[config.mk]
export PLATFORM = sky130hd
export DESIGN_NAME = aging_address_set_flat
export DESIGN_NICKNAME = d
export VERILOG_FILES = /design/src/rtl/aas_pkg.sv /design/src/rtl/aas_in_if.sv /design/src/rtl/aas_out_if.sv /design/src/rtl/aging_address_set.sv /design/src/rtl/aas_ram.sv /design/src/flat_wrapper.sv
export SDC_FILE = /design/constraint.sdc
export NUM_CORES = 1
export LEC_CHECK = 0
export BUFFER_PORTS_ARGS = -buffer_cell sky130_fd_sc_hd__buf_2
export CAP_MARGIN = 20
export CELL_PAD_IN_SITES_DETAIL_PLACEMENT = 1
export CELL_PAD_IN_SITES_GLOBAL_PLACEMENT = 1
export CORE_UTILIZATION = 45
export CTS_BUF_LIST = sky130_fd_sc_hd__clkbuf_4 sky130_fd_sc_hd__clkbuf_8 sky130_fd_sc_hd__clkbuf_16
export DETAILED_ROUTE_END_ITERATION = 10
export GPL_TIMING_DRIVEN = 0
export MAX_ROUTING_LAYER = met4
export PLACE_DENSITY_LB_ADDON = 0.1
export SETUP_SLACK_MARGIN = 0.4
export SLEW_MARGIN = 40
export SYNTH_ARGS = -nofsm -noshare
export SYNTH_HDL_FRONTEND = slang
export SYNTH_SLANG_ARGS = --single-unit
[constraint.sdc]
create_clock -name clk -period 10.62 [get_ports clk]
set_clock_uncertainty 0.2 [all_clocks]
set_input_delay 0.531 -clock clk [delete_from_list [all_inputs] [get_ports clk]]
set_output_delay 0.531 -clock clk [all_outputs]
set_load 0.05 [all_outputs]
[src/rtl/aas_pkg.sv]
// Shared constants, item types and entry layout for the aging address set.
package aas_pkg;

  // Table geometry.
  localparam int ENTRIES   = 16;
  localparam int ADDR_BITS = 32;

  // Derived widths: slot index, and entry counter (at least 5 bits so the
  // result fields can always take the low five bits).
  localparam int IDX_W     = (ENTRIES > 1) ? $clog2(ENTRIES) : 1;
  localparam int CNT_RAW_W = $clog2(ENTRIES + 1);
  localparam int CNT_W     = (CNT_RAW_W < 5) ? 5 : CNT_RAW_W;

  localparam logic [9:0] MS_PER_SECOND = 10'd1000;

  // Item kinds.
  localparam logic [1:0] KIND_UPDATE = 2'd0;
  localparam logic [1:0] KIND_LOOKUP = 2'd1;
  localparam logic [1:0] KIND_SWEEP  = 2'd2;

  typedef struct packed {
    logic [1:0]  kind;
    logic [31:0] address;
    logic [15:0] valid_seconds;
    logic [31:0] now_ms;
  } in_item_t;

  typedef struct packed {
    logic       added;
    logic       found;
    logic [4:0] removed_count;
    logic [4:0] entry_count;
    logic       changed;
    logic       table_full;
  } out_item_t;

  // One stored entry: address and absolute expiry time in milliseconds.
  typedef struct packed {
    logic [ADDR_BITS-1:0] addr;
    logic [31:0]          expiry;
  } entry_t;

  localparam int ENTRY_W = $bits(entry_t);

endpackage

[src/rtl/aas_in_if.sv]
// Valid/ready channel that carries one input transaction of the address set.
interface aas_in_if
  import aas_pkg::*;
  ();
  logic     valid;
  logic     ready;
  in_item_t data;

  modport source (output valid, output data, input ready);
  modport sink   (input valid, input data, output ready);
endinterface

[src/rtl/aas_out_if.sv]
// Valid/ready channel that carries one result transaction of the address set.
interface aas_out_if
  import aas_pkg::*;
  ();
  logic      valid;
  logic      ready;
  out_item_t data;

  modport source (output valid, output data, input ready);
  modport sink   (input valid, input data, output ready);
endinterface

[src/rtl/aging_address_set.sv]
// Aging address set: a small table of addresses with expiry times, scanned by a sequencer.
//
// The block holds up to ENTRIES addresses, each with an absolute expiry time
// in milliseconds. An input transaction is an update, a lookup or a timeout
// sweep, and each one yields exactly one result transaction. Addresses and
// expiry times live in one RAM. Only the per-slot valid bits and the entry
// count are flip-flops, so reset clears the table at once and no clearing
// pass is needed. Every update, lookup and sweep walks the RAM one slot per
// cycle. It uses a single read port, a single address comparator and a single
// expiry subtractor. The scan state issues the reads in slot order, the last
// state evaluates the slot read last, and the commit state writes the
// result register. The input is ready again once the commit is done. An
// item of the unused fourth kind skips the walk and goes straight from idle
// to the commit state. The input is ready only while the sequencer is idle.
// A finished result sits in an output register, and the block already takes
// the next transaction while that result waits for the consumer. The commit
// step stalls for as long as an earlier result is still waiting. An update
// refreshes the expiry of an address that is present. Otherwise it claims
// the lowest free slot or reports table_full. A sweep drops every entry
// whose expiry lies before now_ms, using the wrap-safe test on bit 31 of
// expiry minus now_ms; an expiry equal to now_ms is still alive.
module aging_address_set
  import aas_pkg::*;
(
  input  logic      clk,
  input  logic      rst,
  aas_in_if.sink    req,
  aas_out_if.source rsp
);

  typedef enum logic [1:0] {
    ST_IDLE,
    ST_SCAN,
    ST_LAST,
    ST_COMMIT
  } state_t;

  state_t state;

  // Latched item.
  logic [1:0]           cur_kind;
  logic [ADDR_BITS-1:0] cur_addr;
  logic [31:0]          cur_now;
  logic [31:0]          cur_expiry;

  // Scan bookkeeping.
  logic [IDX_W-1:0] idx;
  logic [IDX_W-1:0] rd_idx;
  logic             rd_pend;
  logic             hit;
  logic [IDX_W-1:0] hit_slot;
  logic             free_ok;
  logic [IDX_W-1:0] free_slot;
  logic [CNT_W-1:0] removed;

  // Table state held in flip-flops.
  logic [ENTRIES-1:0] entry_valid;
  logic [CNT_W-1:0]   held_count;

  // RAM ports.
  logic             ram_we;
  logic [IDX_W-1:0] ram_waddr;
  entry_t           ram_wdata;
  entry_t           ram_rdata;

  logic [31:0] expiry_diff;
  logic        expired;
  logic        addr_match;
  logic        out_free;
  logic [25:0] secs_ms;

  aas_ram #(
    .WIDTH (ENTRY_W),
    .DEPTH (ENTRIES)
  ) u_entries (
    .clk   (clk),
    .we    (ram_we),
    .waddr (ram_waddr),
    .wdata (ram_wdata),
    .raddr (idx),
    .rdata (ram_rdata)
  );

  // The shared datapath: one address comparator and one expiry subtractor,
  // applied to whichever slot the RAM returned this cycle.
  assign expiry_diff = ram_rdata.expiry - cur_now;
  assign expired     = expiry_diff[31];
  assign addr_match  = (ram_rdata.addr == cur_addr);

  assign secs_ms  = 26'(req.data.valid_seconds) * 26'(MS_PER_SECOND);
  assign out_free = !rsp.valid || rsp.ready;

  assign req.ready = (state == ST_IDLE);

  // An update writes the whole entry; on a refresh the stored address equals
  // the latched one, so rewriting it is harmless.
  assign ram_we    = (state == ST_COMMIT) && out_free && (cur_kind == KIND_UPDATE) &&
                     (hit || free_ok);
  assign ram_waddr = hit ? hit_slot : free_slot;
  assign ram_wdata = '{addr: cur_addr, expiry: cur_expiry};

  always_ff @(posedge clk) begin
    if (rst) begin
      state       <= ST_IDLE;
      entry_valid <= '0;
      held_count  <= '0;
      rd_pend     <= 1'b0;
      rsp.valid   <= 1'b0;
    end else begin
      if (rsp.valid && rsp.ready) begin
        rsp.valid <= 1'b0;
      end

      // Evaluate the slot whose read data arrived this cycle.
      if (rd_pend) begin
        if (entry_valid[rd_idx] && addr_match && !hit) begin
          hit      <= 1'b1;
          hit_slot <= rd_idx;
        end
        if (!entry_valid[rd_idx] && !free_ok) begin
          free_ok   <= 1'b1;
          free_slot <= rd_idx;
        end
        if ((cur_kind == KIND_SWEEP) && entry_valid[rd_idx] && expired) begin
          entry_valid[rd_idx] <= 1'b0;
          held_count          <= held_count - 1'b1;
          removed             <= removed + 1'b1;
        end
      end

      case (state)
        ST_IDLE: begin
          if (req.valid) begin
            cur_kind   <= req.data.kind;
            cur_addr   <= ADDR_BITS'(req.data.address);
            cur_now    <= req.data.now_ms;
            cur_expiry <= req.data.now_ms + 32'(secs_ms);
            idx        <= '0;
            hit        <= 1'b0;
            free_ok    <= 1'b0;
            removed    <= '0;
            if (req.data.kind inside {KIND_UPDATE, KIND_LOOKUP, KIND_SWEEP}) begin
              state <= ST_SCAN;
            end else begin
              state <= ST_COMMIT;
            end
          end
        end
        ST_SCAN: begin
          rd_pend <= 1'b1;
          rd_idx  <= idx;
          if (idx == IDX_W'(ENTRIES - 1)) begin
            state <= ST_LAST;
          end else begin
            idx <= idx + 1'b1;
          end
        end
        ST_LAST: begin
          rd_pend <= 1'b0;
          state   <= ST_COMMIT;
        end
        ST_COMMIT: begin
          if (out_free) begin
            rsp.valid <= 1'b1;
            rsp.data  <= '0;
            rsp.data.entry_count <= held_count[4:0];
            case (cur_kind)
              KIND_UPDATE: begin
                if (hit) begin
                  rsp.data.found <= 1'b1;
                end else if (free_ok) begin
                  entry_valid[free_slot] <= 1'b1;
                  held_count             <= held_count + 1'b1;
                  rsp.data.entry_count   <= 5'(held_count + 1'b1);
                  rsp.data.added         <= 1'b1;
                  rsp.data.changed       <= 1'b1;
                end else begin
                  rsp.data.table_full <= 1'b1;
                end
              end
              KIND_LOOKUP: begin
                rsp.data.found <= hit;
              end
              KIND_SWEEP: begin
                rsp.data.removed_count <= removed[4:0];
                rsp.data.changed       <= (removed != '0);
              end
              default: begin
              end
            endcase
            state <= ST_IDLE;
          end
        end
        default: begin
          state <= ST_IDLE;
        end
      endcase
    end
  end

  // The entry count always tracks the number of occupied slots.
  assert property (@(posedge clk) disable iff (rst)
    held_count == CNT_W'($countones(entry_valid)))
    else $error("entry count disagrees with the valid bits");

  // A new result only ever appears out of the commit step.
  assert property (@(posedge clk) disable iff (rst)
    $rose(rsp.valid) |-> $past(state == ST_COMMIT))
    else $error("result presented outside the commit step");

  // The entry RAM is written only at commit, never during a scan.
  assert property (@(posedge clk) disable iff (rst)
    ram_we |-> (state == ST_COMMIT) && (cur_kind == KIND_UPDATE))
    else $error("entry RAM written outside an update commit");

  // An update either refreshes, inserts or is refused, never two at once.
  assert property (@(posedge clk) disable iff (rst)
    rsp.valid |-> $countones({rsp.data.found, rsp.data.added, rsp.data.table_full}) <= 1)
    else $error("conflicting update outcome flags");

endmodule

[src/rtl/aas_ram.sv]
// Generic single-write, single-read RAM with registered read data.
module aas_ram #(
  parameter int WIDTH = 8,
  parameter int DEPTH = 16,
  localparam int AW   = (DEPTH > 1) ? $clog2(DEPTH) : 1
) (
  input  logic             clk,
  input  logic             we,
  input  logic [AW-1:0]    waddr,
  input  logic [WIDTH-1:0] wdata,
  input  logic [AW-1:0]    raddr,
  output logic [WIDTH-1:0] rdata
);

  logic [WIDTH-1:0] mem [DEPTH];

  always_ff @(posedge clk) begin
    if (we) begin
      mem[waddr] <= wdata;
    end
    rdata <= mem[raddr];
  end

endmodule

[src/flat_wrapper.sv]
// flat-port wrapper written by rule: the top's interface ports become plain ports
module aging_address_set_flat import aas_pkg::*;
  (clk, rst, req_valid, req_data, req_ready, rsp_valid, rsp_data, rsp_ready);
  aas_in_if req_i ();
  aas_out_if rsp_i ();
  input  logic clk;
  input  logic rst;
  input wire logic [$bits(req_i.valid)-1:0] req_valid;
  input wire logic [$bits(req_i.data)-1:0] req_data;
  output wire logic [$bits(req_i.ready)-1:0] req_ready;
  output wire logic [$bits(rsp_i.valid)-1:0] rsp_valid;
  output wire logic [$bits(rsp_i.data)-1:0] rsp_data;
  input wire logic [$bits(rsp_i.ready)-1:0] rsp_ready;
  assign req_i.valid = req_valid;
  assign req_i.data = req_data;
  assign req_ready = req_i.ready;
  assign rsp_valid = rsp_i.valid;
  assign rsp_data = rsp_i.data;
  assign rsp_i.ready = rsp_ready;
  aging_address_set u_core (.clk(clk), .rst(rst), .req(req_i), .rsp(rsp_i));
endmodule
==> summary.md <==
| Metric | Value |
|---|---|
| Status | complete, no violations |
| Setup tns final | 0 ns |
| Main combinational cell family by area after synthesis | multiplexers |
| Worst Hold Class | input pin to flop |
| Post-synth ARST share | 0% |
| Total iterations of the first detailed-routing run | 5 |
| Fraction of layout cells with a size suffix above 1 | 29.2% |
| Clock latency at the later pin of the worst-skew pair | 0.74 ns |
| Worst slew pin tran | 0.845 ns |
| Clk sinks | 1245 |
| Port Buffer Count | 101 |
| Commonest cells post-synth | 1156 x edfxtp_1, 322 x mux4_2, 142 x inv_1 |
| CP required | 10.88 ns |
| Layout Nets | 3149 |
| Vias in the first global route | 27500 |
| Total CTS buffers | 132 |
| Worst path slowest cell | o41ai_4 |
| Die ar. | 114000 um2 |
| Yosys Warn Count | 0 |
| Peak VDD IR | 0.174 mV |
| Drt wl/cell | 28.4 um |
| Filler instances | 9680 |
| H-tree levels | 4 |
| P per Cell Area | 256 nW/um2 |
| Yosys reg bits | 1245 |
| CP peak stage delay | 0.62 ns |
| Yosys top cell by area | edfxtp_1 |
| Top-area cell type share of the netlist area | 68.7% |
| Post-synthesis simple-gate area fraction | 2.44% |
| Number of remaining DRC errors | 0 |
| Main flop type after synthesis | edfxtp_1 |
| Vias after detailed routing | 25100 |
| Placer Congestion | 0.776 |
| DR iter-0 viols | 1822 |
| Fmax achieved | 0.142 GHz |
| Critical Path End Type | flop |
| Buf+Inv Stages, Crit Path | 3 |
| Total GRT Usage | 23.8% |
| Initial Utilization | 45.5% |
| Die Wd | 337 um |
| Final wirelength | 128 mm |
| Proportion of synthesized area in mux cells | 14.7% |
| Largest net degree at the start of global routing | 22 |
| Worst Setup Path Type | input pin to flop |
| Count of flip-flops with a built-in enable after synthesis | 1156 |
| Row count | 122 |
| Cells after synthesis | 2483 |
| Final-report hold violation count | 0 |
| Final period util | 66.5% |
| Cell repeated most along the worst path | fa_1 |
| CTS tree | yes |
| Compound-Gate Fraction of Synth Area | 2.46% |
| Crit start category | input pin |
| First-pass GRT wire length | 186 mm |
| MaxCap Viol Count | 0 |
| Non-Filler Instances | 4491 |
| Xor-xnor portion of the synthesized cell area | 1.40% |
| Root Driver | clkbuf_16 |
| Leakage power | 20.5 nW |
| Count leader, synth | edfxtp_1 |
| Die Y | 337 um |
| Distinct cells, synth | 77 |
| Slew HR | 43.2% |
| Final min period | 7.06 ns |
| Via/cell ratio | 5.59 |
| Slew Limit Fails | 0 |
| Clock slew at reported path FFs | 0.06 ns |
| Ports | 102 |
| Post-CTS Setup Inserts | 0 |
| Mapped Nets | 2738 |
| Crit path DAT | 7.32 ns |
| Mapped cell area | 50500 um2 |
| Setup-failing EPs final | 0 |
| Detail Route Antenna Nets | 0 |
| Critical path peak fanout | 6 |
| Antenna violations before repair | 0 |
| Adder-cell share of the synthesized area | 5.00% |
| Hpwl dp | 89.2 mm |
| Register area share after synthesis | 72.3% |
| CP top delay family | adder cells |
| RSZ-0062 raised after global routing | no |
| Top cells by area, synth | edfxtp_1 69%, mux4_2 14%, dfxtp_1 3.5% |
| Mapped Avg Cell Area | 20.3 um2 |
| Gr ovfl total | 0 |
| P&R area growth vs syn | 20.1% |
| Placed insts | 4178 |
| Max clock buf depth | 3 |
| Core Area | 111000 um2 |
[worst paths after layout]
check                         startpoint                      to  slack, ns  depth (start not counted)
hold / removal              req_data[32]    u_core.cur_expiry[3]       0.04                          2
hold reg to reg   u_core.entry_valid[14]  u_core.entry_valid[14]       0.27                          2
setup / recovery            req_data[32]   u_core.cur_expiry[31]       3.56                         27
setup reg to reg    u_core.cur_expiry[1]  u_core.entry_valid[12]       6.47                         12
[where the power goes]
group	leakage, nW	switching [W]	internal, W
clock	2.25	0.00188	0.00284
combinational	7.12	0.00249	0.00202
sequential	11.2	0.000347	0.00597
[cell usage in the layout, fill, tap and decap left out, types with 10 or more instances in the layout]
master	Yosys	layout
xnor2_1	67	67
dlygate4sd3_1	1	70
fa_1	55	55
nor3_1	14	14
inv_1	142	142
nand2_1	45	45
a211oi_1	10	10
nor2_4	0	17
clkbuf_16	0	136
edfxtp_1	1156	1156
nand3_1	19	19
nand4_1	15	15
a21o_1	12	12
buf_16	0	62
dfxtp_1	89	89
clkbuf_1	51	15
clkinv_1	0	18
ha_1	114	114
a21oi_1	58	57
nand2b_1	12	12
clkbuf_4	0	37
clkbuf_8	1	10
o21ai_0	27	27
buf_2	1	129
clkbuf_2	0	37
nor2b_1	17	17
bufinv_16	0	13
o21a_1	10	10
buf_8	1	44
mux4_2	322	322
nor2_1	80	62
xor2_1	14	14
clkinv_2	0	18
[through the flow]
step / utilization (%) / setup WS, ns / cell area (um2) / power (W) / hold WS (ns)
3_3_place_gp: 47.6 / 0.0868 / 52900 / 0.0107 / 0.248
3_5_place_dp: 50.0 / 2.73 / 55500 / 0.0109 / 0.260
5_1_grt: 54.7 / 3.01 / 60700 / 0.0163 / 0.0263
2_1_floorplan: - / 4.18 / 50500 / 0.00947 / 0.224
6_report: 54.7 / 3.56 / 60700 / 0.0155 / 0.0367
4_1_cts: 54.6 / 3.50 / 60600 / 0.0157 / 0.0127
[repair_timing]
item	in CTS	in global routing
hold buffers	69	0
setup endpoints to repair	0	0
endpoints found under the hold margin	82	0
resized for setup	0	0
[flip-flops by register name (all words and copies together), names as in the netlist, 14 cells and up]
register and flops:
u_core.cur_addr 32, u_core.entry_valid 16, u_core.cur_expiry 32, u_core.u_entries.rdata 64
u_core.rsp.data 14, u_core.u_entries.mem 1024, u_core.cur_now 29
[worst register-to-register path: stages, from the launching register on]
cell	delay, ns
edfxtp_1	0.69
inv_1	0.10
ha_1	0.28
a2111oi_0	0.36
a21oi_1	0.19
a211o_1	0.48
nand3_2	0.21
a41oi_2	0.22
nor3_2	0.39
o21ai_4	0.17
buf_8	0.19
o41ai_1	0.39
a21oi_1	0.13
[cells by family after synthesis]
kind of cell               count (synthesis)
buffers and inverters                    227
muxes                                    333
AOI/OAI and AO/OA                        182
adders and majority gates                169
DFF                                     1245
and+or+nand+nor                          246
xor gates and xnor gates                  81
[layer usage]
layer	vias up	track usage, %	wire, um
met3	172	2.95	4960
met4	0	6.17	2880
met5	-	-	0
li1	10900	-	-
met2	637	40.8	67000
met1	13400	30.1	52800
[cell type report]
class | instances | area (um2) | share of cell area (%)
clock buffers | 182 | 3800 | 6.27
plain buffers | 85 | 435 | 0.718
repair buffers | 277 | 3570 | 5.88
inverters | 142 | 533 | 0.879
well taps | 1488 | 1860 | 3.07
flip-flops and latches | 1245 | 36500 | 60.2
clock inverters | 60 | 673 | 1.11
multi-input cells | 1011 | 13300 | 21.9
diodes | 1 | 2.50 | 0.00412
(Power assumes the default switching activity.)
